`src/hw/rtl/lsp_pkg.sv`:
```
// ---------------------------------------------------------------------------
// lsp_pkg: load segment planner shared definitions
// Status codes, section codes and the structs passed between the planner
// datapath and the top level.
// ---------------------------------------------------------------------------
package lsp_pkg;

    // Result status codes
    typedef enum logic [2:0] {
        ST_PLANNED   = 3'd0,
        ST_SKIPPED   = 3'd1,
        ST_TOO_MANY  = 3'd2,
        ST_TRUNCATED = 3'd3,
        ST_WRITE_EXEC = 3'd4,
        ST_SUMMARY   = 3'd5,
        ST_NO_SEGS   = 3'd6,
        ST_ABORTED   = 3'd7
    } t_status;

    // Section kinds
    localparam logic [1:0] KIND_TEXT   = 2'd0;
    localparam logic [1:0] KIND_RODATA = 2'd1;
    localparam logic [1:0] KIND_DATA   = 2'd2;
    localparam logic [1:0] KIND_BSS    = 2'd3;

    // Section types
    localparam logic [1:0] STYPE_LOADED = 2'd1;
    localparam logic [1:0] STYPE_ZERO   = 2'd2;

    // Item modes and header type of a loadable segment
    localparam logic        MODE_RECORD = 1'b0;
    localparam logic        MODE_FINISH = 1'b1;
    localparam logic [31:0] PT_LOAD     = 32'd1;

    // Output alignment of loaded sections, as a low-bit mask width
    localparam int ALIGN_BITS = 4;

    typedef struct packed {
        logic        mode;
        logic [31:0] seg_type;
        logic [2:0]  seg_perm;
        logic [63:0] seg_file_offset;
        logic [63:0] seg_file_bytes;
        logic [63:0] seg_mem_bytes;
        logic [63:0] seg_vaddr;
    } t_item;

    typedef struct packed {
        t_status     status;
        logic [3:0]  section_index;
        logic [1:0]  section_kind;
        logic [1:0]  section_type;
        logic [2:0]  section_perm;
        logic [63:0] out_offset;
        logic [4:0]  total_sections;
        logic [63:0] lowest_vaddr;
        logic [63:0] highest_vaddr_end;
        logic [63:0] output_size;
    } t_result;

    // Running image state, apart from the section count
    typedef struct packed {
        logic [63:0] cursor;
        logic [63:0] min_addr;
        logic [63:0] max_addr;
        logic        error;
    } t_plan_state;

endpackage

```
`src/hw/rtl/lsp_plan.sv`:
```
// ---------------------------------------------------------------------------
// lsp_plan: single-pass segment planning datapath
// Checks one registered record against the running state and forms its
// result together with the next state.
// ---------------------------------------------------------------------------
module lsp_plan #(
    parameter int MAX_SECTIONS      = 16,
    parameter int HEADER_PAGE_BYTES = 4096,
    parameter int CNT_W             = $clog2(MAX_SECTIONS + 1)
) (
    input  lsp_pkg::t_item       i_item,
    input  lsp_pkg::t_plan_state i_state,
    input  logic [CNT_W-1:0]     i_count,
    input  logic [31:0]          i_image_length,
    output lsp_pkg::t_result     o_result,
    output lsp_pkg::t_plan_state o_state,
    output logic [CNT_W-1:0]     o_count
);
    import lsp_pkg::*;

    localparam logic [63:0]      CURSOR_INIT = 64'(HEADER_PAGE_BYTES);
    localparam logic [CNT_W-1:0] CNT_LIMIT   = CNT_W'(MAX_SECTIONS);

    logic [6:0]  cnt_ext;
    logic        at_limit;
    logic [64:0] file_end;
    logic        truncated;
    logic        write_exec;
    logic        skip;
    logic [2:0]  flags;
    logic        zero_file;
    logic [1:0]  kind;
    logic [63:0] cursor_aligned;
    logic [63:0] seg_end;
    t_plan_state clear_state;

    // Checks on the record
    assign cnt_ext    = 7'(i_count);
    assign at_limit   = (i_count >= CNT_LIMIT);
    assign file_end   = {1'b0, i_item.seg_file_offset} + {1'b0, i_item.seg_file_bytes};
    assign truncated  = (file_end > 65'(i_image_length));
    assign write_exec = (i_item.seg_perm[1:0] == 2'b11);
    assign skip       = (i_item.seg_type != PT_LOAD) || (i_item.seg_mem_bytes == 64'd0);

    // Map permissions: read to bit0, write to bit1, execute to bit2
    assign flags     = {i_item.seg_perm[0], i_item.seg_perm[1], i_item.seg_perm[2]};
    assign zero_file = (i_item.seg_file_bytes == 64'd0);

    always_comb begin
        if (flags[2]) begin
            kind = KIND_TEXT;
        end else if (flags[1]) begin
            kind = zero_file ? KIND_BSS : KIND_DATA;
        end else begin
            kind = KIND_RODATA;
        end
    end

    // Round the cursor up to the output alignment, wrapping at 2^64
    assign cursor_aligned = {i_state.cursor[63:ALIGN_BITS]
                                 + (64-ALIGN_BITS)'(|i_state.cursor[ALIGN_BITS-1:0]),
                             {ALIGN_BITS{1'b0}}};
    assign seg_end = i_item.seg_vaddr + i_item.seg_mem_bytes;

    assign clear_state = '{cursor: CURSOR_INIT, min_addr: '1, max_addr: '0, error: 1'b0};

    // Result and next state
    always_comb begin
        o_result = '0;
        o_state  = i_state;
        o_count  = i_count;
        if (i_item.mode == MODE_FINISH) begin
            if (i_state.error) begin
                o_result.status = ST_ABORTED;
            end else if (i_count == '0) begin
                o_result.status = ST_NO_SEGS;
            end else begin
                o_result.status            = ST_SUMMARY;
                o_result.total_sections    = cnt_ext[4:0];
                o_result.lowest_vaddr      = i_state.min_addr;
                o_result.highest_vaddr_end = i_state.max_addr;
                o_result.output_size       = i_state.cursor;
            end
            o_state = clear_state;
            o_count = '0;
        end else if (i_state.error) begin
            o_result.status = ST_ABORTED;
        end else if (skip) begin
            o_result.status = ST_SKIPPED;
        end else if (at_limit) begin
            o_result.status = ST_TOO_MANY;
            o_state.error   = 1'b1;
        end else if (truncated) begin
            o_result.status = ST_TRUNCATED;
            o_state.error   = 1'b1;
        end else if (write_exec) begin
            o_result.status = ST_WRITE_EXEC;
            o_state.error   = 1'b1;
        end else begin
            o_result.status        = ST_PLANNED;
            o_result.section_index = cnt_ext[3:0];
            o_result.section_kind  = kind;
            o_result.section_perm  = flags;
            if (zero_file) begin
                o_result.section_type = STYPE_ZERO;
            end else begin
                o_result.section_type = STYPE_LOADED;
                o_result.out_offset   = cursor_aligned;
                o_state.cursor        = cursor_aligned + i_item.seg_file_bytes;
            end
            if (i_item.seg_vaddr < i_state.min_addr) begin
                o_state.min_addr = i_item.seg_vaddr;
            end
            if (seg_end > i_state.max_addr) begin
                o_state.max_addr = seg_end;
            end
            o_count = i_count + CNT_W'(1);
        end
    end

endmodule

```
`src/hw/rtl/load_segment_planner_unit.sv`:
```
// ---------------------------------------------------------------------------
// load_segment_planner_unit: loadable segment planner
// Plans output sections from ELF64 program-header records and reports a
// summary of the image on a finish item.
// ---------------------------------------------------------------------------
// Usage:
//   Input channel (i_in_valid / o_in_stall) carries one program-header record
//   or a finish item (i_mode = 1). A transfer happens on a clock edge with
//   valid high and stall low. Output channel (o_out_valid / i_out_stall)
//   returns exactly one result per item, in order.
//   Configuration channel (i_cfg_valid / o_cfg_ready) writes the image length;
//   it is always ready and should be written only while the unit is idle.
// Path: from input transfer to result transfer through the input register,
//   then the result register. Throughput: one item per cycle while
//   i_out_stall holds no result; the planning loop on the cursor, address
//   range and count closes through the running-state registers.
// Stall: while the result register is held by i_out_stall, one more item is
//   still taken into the input register; after that o_in_stall rises.
// Reset: synchronous, active low; clears both stages, sets the cursor to the
//   header page size, the range to empty, count and error flag to zero, and
//   the image length to zero.
// ---------------------------------------------------------------------------
module load_segment_planner_unit #(
    parameter int MAX_SECTIONS      = 16,
    parameter int HEADER_PAGE_BYTES = 4096
) (
    input  logic        i_clk,
    input  logic        i_rst_n,
    // configuration
    input  logic        i_cfg_valid,
    output logic        o_cfg_ready,
    input  logic [31:0] i_cfg_data,
    // input records
    input  logic        i_in_valid,
    output logic        o_in_stall,
    input  logic        i_mode,
    input  logic [31:0] i_seg_type,
    input  logic [2:0]  i_seg_perm,
    input  logic [63:0] i_seg_file_offset,
    input  logic [63:0] i_seg_file_bytes,
    input  logic [63:0] i_seg_mem_bytes,
    input  logic [63:0] i_seg_vaddr,
    // results
    output logic        o_out_valid,
    input  logic        i_out_stall,
    output logic [2:0]  o_status,
    output logic [3:0]  o_section_index,
    output logic [1:0]  o_section_kind,
    output logic [1:0]  o_section_type,
    output logic [2:0]  o_section_perm,
    output logic [63:0] o_out_offset,
    output logic [4:0]  o_total_sections,
    output logic [63:0] o_lowest_vaddr,
    output logic [63:0] o_highest_vaddr_end,
    output logic [63:0] o_output_size
);
    import lsp_pkg::*;

    localparam int          CNT_W       = $clog2(MAX_SECTIONS + 1);
    localparam logic [63:0] CURSOR_INIT = 64'(HEADER_PAGE_BYTES);

    logic             r_in_valid;
    t_item            r_item;
    logic             r_out_valid;
    t_result          r_result;
    t_plan_state      r_state;
    logic [CNT_W-1:0] r_count;
    logic [31:0]      r_image_length;

    t_item            in_item;
    t_result          n_result;
    t_plan_state      n_state;
    logic [CNT_W-1:0] n_count;
    logic             out_free;
    logic             fire;
    logic             in_accept;

    // Handshake: the record stage moves when the result register can load
    assign out_free   = !r_out_valid || !i_out_stall;
    assign fire       = r_in_valid && out_free;
    assign o_in_stall = r_in_valid && !out_free;
    assign in_accept  = i_in_valid && !o_in_stall;

    assign in_item = '{mode: i_mode, seg_type: i_seg_type, seg_perm: i_seg_perm,
                       seg_file_offset: i_seg_file_offset,
                       seg_file_bytes: i_seg_file_bytes,
                       seg_mem_bytes: i_seg_mem_bytes, seg_vaddr: i_seg_vaddr};

    // Configuration register
    assign o_cfg_ready = 1'b1;

    always_ff @(posedge i_clk) begin
        if (!i_rst_n) begin
            r_image_length <= '0;
        end else if (i_cfg_valid && o_cfg_ready) begin
            r_image_length <= i_cfg_data;
        end
    end

    // Input register
    always_ff @(posedge i_clk) begin
        if (!i_rst_n) begin
            r_in_valid <= 1'b0;
        end else if (in_accept) begin
            r_in_valid <= 1'b1;
        end else if (fire) begin
            r_in_valid <= 1'b0;
        end
    end

    always_ff @(posedge i_clk) begin
        if (in_accept) begin
            r_item <= in_item;
        end
    end

    lsp_plan #(
        .MAX_SECTIONS      (MAX_SECTIONS),
        .HEADER_PAGE_BYTES (HEADER_PAGE_BYTES),
        .CNT_W             (CNT_W)
    ) u_plan (
        .i_item         (r_item),
        .i_state        (r_state),
        .i_count        (r_count),
        .i_image_length (r_image_length),
        .o_result       (n_result),
        .o_state        (n_state),
        .o_count        (n_count)
    );

    // Advance the running state on each transfer out of the input register
    always_ff @(posedge i_clk) begin
        if (!i_rst_n) begin
            r_state <= '{cursor: CURSOR_INIT, min_addr: '1, max_addr: '0, error: 1'b0};
            r_count <= '0;
        end else if (fire) begin
            r_state <= n_state;
            r_count <= n_count;
        end
    end

    // Result register: load on fire, drop once taken
    always_ff @(posedge i_clk) begin
        if (!i_rst_n) begin
            r_out_valid <= 1'b0;
        end else if (fire) begin
            r_out_valid <= 1'b1;
        end else if (!i_out_stall) begin
            r_out_valid <= 1'b0;
        end
    end

    always_ff @(posedge i_clk) begin
        if (fire) begin
            r_result <= n_result;
        end
    end

    assign o_out_valid         = r_out_valid;
    assign o_status            = r_result.status;
    assign o_section_index     = r_result.section_index;
    assign o_section_kind      = r_result.section_kind;
    assign o_section_type      = r_result.section_type;
    assign o_section_perm      = r_result.section_perm;
    assign o_out_offset        = r_result.out_offset;
    assign o_total_sections    = r_result.total_sections;
    assign o_lowest_vaddr      = r_result.lowest_vaddr;
    assign o_highest_vaddr_end = r_result.highest_vaddr_end;
    assign o_output_size       = r_result.output_size;

    // Section count never passes the limit
    a_count_limit: assert property (@(posedge i_clk) disable iff (!i_rst_n)
        r_count <= CNT_W'(MAX_SECTIONS))
        else $error("section count above limit");

    // An empty plan keeps the address range empty
    a_empty_range: assert property (@(posedge i_clk) disable iff (!i_rst_n)
        (r_count == '0) |-> (r_state.min_addr == '1))
        else $error("address range set with no planned section");

    // A record after an error reports aborted
    a_abort_after_error: assert property (@(posedge i_clk) disable iff (!i_rst_n)
        (fire && r_state.error && r_item.mode == MODE_RECORD)
            |=> (o_out_valid && o_status == ST_ABORTED))
        else $error("record after error not aborted");

    // A planned section bumps the count by one
    a_count_step: assert property (@(posedge i_clk) disable iff (!i_rst_n)
        (fire && n_result.status == ST_PLANNED)
            |=> (r_count == $past(r_count) + CNT_W'(1)))
        else $error("count did not advance on planned section");

    // Loaded sections sit on an aligned offset
    a_offset_aligned: assert property (@(posedge i_clk) disable iff (!i_rst_n)
        (o_out_valid && o_status == ST_PLANNED && o_section_type == STYPE_LOADED)
            |-> (o_out_offset[ALIGN_BITS-1:0] == '0))
        else $error("loaded section offset not aligned");

endmodule

```
`config.mk`:
```
export PLATFORM = sky130hd
export DESIGN_NAME = load_segment_planner_unit
export DESIGN_NICKNAME = d
export VERILOG_FILES = /design/src/hw/rtl/lsp_pkg.sv /design/src/hw/rtl/lsp_plan.sv /design/src/hw/rtl/load_segment_planner_unit.sv
export SDC_FILE = /design/constraint.sdc
export NUM_CORES = 2
export LEC_CHECK = 0
export ABC_AREA = 1
export BUFFER_PORTS_ARGS = -buffer_cell sky130_fd_sc_hd__buf_2
export CELL_PAD_IN_SITES_DETAIL_PLACEMENT = 0
export CELL_PAD_IN_SITES_GLOBAL_PLACEMENT = 1
export CORE_ASPECT_RATIO = 1.75
export CORE_MARGIN = 1.5
export CORE_UTILIZATION = 47
export DETAILED_ROUTE_END_ITERATION = 8
export GPL_TIMING_DRIVEN = 0
export PLACE_DENSITY = 0.95
export SLEW_MARGIN = 30
export SYNTH_ARGS = -nofsm -noshare
export SYNTH_HDL_FRONTEND = slang
export SYNTH_HIERARCHICAL = 1
export SYNTH_SLANG_ARGS = --single-unit
export TNS_END_PERCENT = 5
```
`constraint.sdc`:
```
create_clock -name i_clk -period 24.5 [get_ports i_clk]
set_input_delay 4.9 -clock i_clk [delete_from_list [all_inputs] [get_ports i_clk]]
set_output_delay 4.9 -clock i_clk [all_outputs]
set_load 0.03 [all_outputs]
```
==> summary.txt <==
PwrDens -> 64.0 nW/um^2
RSZ-0062 raised after global routing -> no
flop and latch count out of synthesis -> 799
Layout area overhead -> 15.2%
Worst Tran Pin Value -> 1140 ps
Switch Pwr -> 1.27 mW
CP Class -> primary input to primary output
post-DR wirelength/cell -> 23.7 um
Hold Path Sink -> r_state[113]
reg2reg start -> r_item[0]
GR Util All Layers -> 0.376
Seq/Total Area, Yosys -> 0.421
Clock Latency Late Sink -> 710 ps
CTS resizes -> 0
final design utilization -> 0.546
initial antenna violation count -> 22
gpl congestion -> 1.04
CTS tree -> yes
first-pass GRT wire length -> 305 mm
simple-gate share of the synthesized area -> 0.272
worst setup margin -> 14080 ps
Post-Synth Adder-Cell Area -> 0.0862
largest fanout on the critical path -> 3
Post-Syn Instances -> 6791
reg-to-reg critical path endpoint -> r_state[60]
Reg2Reg Depth -> 30
CP max-delay cell -> buf_2
sequential fraction of design power -> 0.422
Unique masters post-synth -> 60
full die area -> 112000 um^2
clock sinks -> 799
CP max stage delay -> 200 ps
clock slew seen by the registers of the worst setup and hold paths -> 60 ps
DRT antenna net count -> 0
maximum number of pins on one net before global-route repair -> 85
hold depth -> 2
die span in x -> 253 um
Max VDD drop -> 66.7 uV
vias in the first global route -> 49.8k
synth warn -> 6
static leakage -> 27.8 nW
main combinational cell family by area after synthesis -> simple AND/OR/NAND/NOR gates
startpoint types -> primary input
clock buffer depth -> 3
Fmax -> 96.0 MHz
Slew headroom -> 0.238
Compound-Gate Fraction of Synth Area -> 0.0931
post-route setup TNS -> 0 ps
dpl hpwl -> 175 mm
Area after DPL -> 56600 um^2
row count -> 160
max cap viols -> 0
Place WS -> 14120 ps
number of I/O port buffers -> 604
EDFF count, synth -> 567
Max H-tree Level -> 3
Final Net Count -> 8167
Comb pwr share -> 0.236
I/O pins -> 607
core area -> 109000 um^2
Initial Util -> 0.474
Max Used Layer -> met5
Hold WC Path Type -> register to register
# fillers -> 10.7k
Tcrit/Tclk final -> 0.425
Internal -> 2.53 mW
Power Total -> 3.80 mW
# hold bufs at CTS -> 0
setup bufs post-CTS -> 0
max-slew violations -> 0
min Tclk post-route -> 10420 ps
Data required, critical path -> 19600 ps
metal2 WL -> 107 mm
Crit path arrival time -> 5520 ps
Clock Power Share -> 0.342
# DRC -> 0
starting DRC count in detailed routing -> 4249
share of cells above drive strength 1 -> 0.124
clock root buffer -> clkbuf_16
die height -> 441 um
multiplexer share of the synthesized area -> 0
WL met1 -> 71.6 mm
Layout Skew -> 25.6 ps
status -> finished, final reports clean
crit end category -> primary output
CTS buffer count -> 78
Routed WL -> 213 mm
1st-pass router iterations -> 8
fin area -> 59400 um^2
Post-Synth XOR/XNOR Area -> 0.0309
flop2flop setup slack -> 16050 ps
dominant synthesized flop cell -> edfxtp_1
Fin. Hold Viols -> 0
share of flip-flops with an asynchronous set or reset -> 0
Sw Ratio -> 0.334
met3 WL -> 12.3 mm
critical-path cell list -> buf_2 > nand3_1 > inv_1 > buf_2
vias post-DR -> 50.0k
Syn Area/Cell -> 7.59 um^2
Vias/cell -> 5.54
crit-path most repeated cell -> buf_2
grt ovf -> 0
Hold Startpoint -> r_state[113]
Setup-failing EPs final -> 0
Mapped Area -> 51500 um^2
[cell families after synthesis]
kind of cell | count (synthesis)
flops | 799
xor+xnor | 182
fa+ha+maj | 353
buf+inv | 1269
simple gates | 3296
compound gates | 890
other cells | 2
[flip-flops by register name (all words and copies together), names as in the netlist, 32 cells and up]
register             count
r_state                193
o_out_offset            64
r_item                 292
r_image_length          32
o_lowest_vaddr          64
o_highest_vaddr_end     64
o_output_size           64
[worst max-delay path by stage]
stage               slack, ps  cells after the start        start                to
finish                  14080                      4  i_out_stall        o_in_stall
CTS                     14120                      4  i_out_stall        o_in_stall
global placement        10140                      5  i_out_stall  o_output_size[0]
detailed placement      14120                      4  i_out_stall        o_in_stall
global route            14100                      4  i_out_stall        o_in_stall
floorplan               13180                      3  i_out_stall         r_item[0]
[power groups by stage]
stage	Sequential, mW	Clock, mW	Combinational (mW)
after global routing	1.61	1.36	0.981
after floorplan	1.66	0	0.532
final	1.60	1.30	0.895
after global placement	1.64	0	0.858
after detailed placement	1.63	0	0.876
after CTS	1.60	1.32	0.881
[routing by layer]
| layer | vias up | global-route usage |
|---|---|---|
| li1 | 23800 | - |
| met1 | 23400 | 0.371 |
| met2 | 2119 | 0.676 |
| met3 | 666 | 0.0526 |
| met4 | 6 | 0.349 |
| met5 | - | 0 |
[per-stage QoR]
stage          hold slack [ps]  instances
6_report                   482       9027
3_5_place_dp               456       8863
4_1_cts                    474       9009
2_1_floorplan              427       6794
3_3_place_gp               437       8856
5_1_grt                    497       9021
[cell type report]
| type | instances | area, um^2 | area share |
|---|---|---|---|
| tap | 1458 | 1820 | 0.0307 |
| antenna | 18 | 45.0 | 0.000759 |
| buffer | 233 | 1120 | 0.0190 |
| multi-input combinational | 4726 | 24900 | 0.420 |
| inverter | 1036 | 3900 | 0.0658 |
| timing repair buffer | 611 | 3200 | 0.0538 |
| sequential | 799 | 21700 | 0.365 |
| clock buffer | 103 | 2150 | 0.0362 |
| clock inverter | 43 | 537 | 0.00904 |
[cells in the mapped netlist (all sizes together), types with 109 or more instances]
cell type	number	share of area
a21oi	472	0.046
buf	124	0.014
clkbuf	109	0.0080
dfxtp	232	0.090
edfxtp	567	0.33
ha	350	0.085
inv	1033	0.075
nand2	1459	0.11
nand3	495	0.049
nand4	160	0.019
nor2	980	0.073
o21ai	266	0.026
xor2	144	0.024
[critical path: cells and delay by family]
family	cells	cell delay, ps
buffers and inverters	3	430
AND/OR/NAND/NOR	1	180
[layout by cell type (no fill, tap or decap), types with 8 or more instances in the layout]
cell	count
o21ai_1	33
bufinv_16	8
nor4_1	78
inv_2	15
clkbuf_2	9
nand2_1	1452
nor3_1	68
and2_1	9
nor2_2	25
edfxtp_1	567
diode_2	18
o211ai_1	14
buf_4	21
a21o_1	20
nand4_1	160
inv_6	8
o21a_1	16
clkbuf_16	80
xnor2_1	38
o21ai_0	233
o21bai_1	16
xor2_1	144
clkbuf_1	117
nand3_1	489
clkinv_2	9
inv_1	1016
buf_2	699
nand3b_1	17
a31oi_1	48
nor2_1	954
ha_1	350
a21oi_1	470
a21boi_0	9
dfxtp_1	232
No activity file was read; power rests on OpenSTA's default activity.
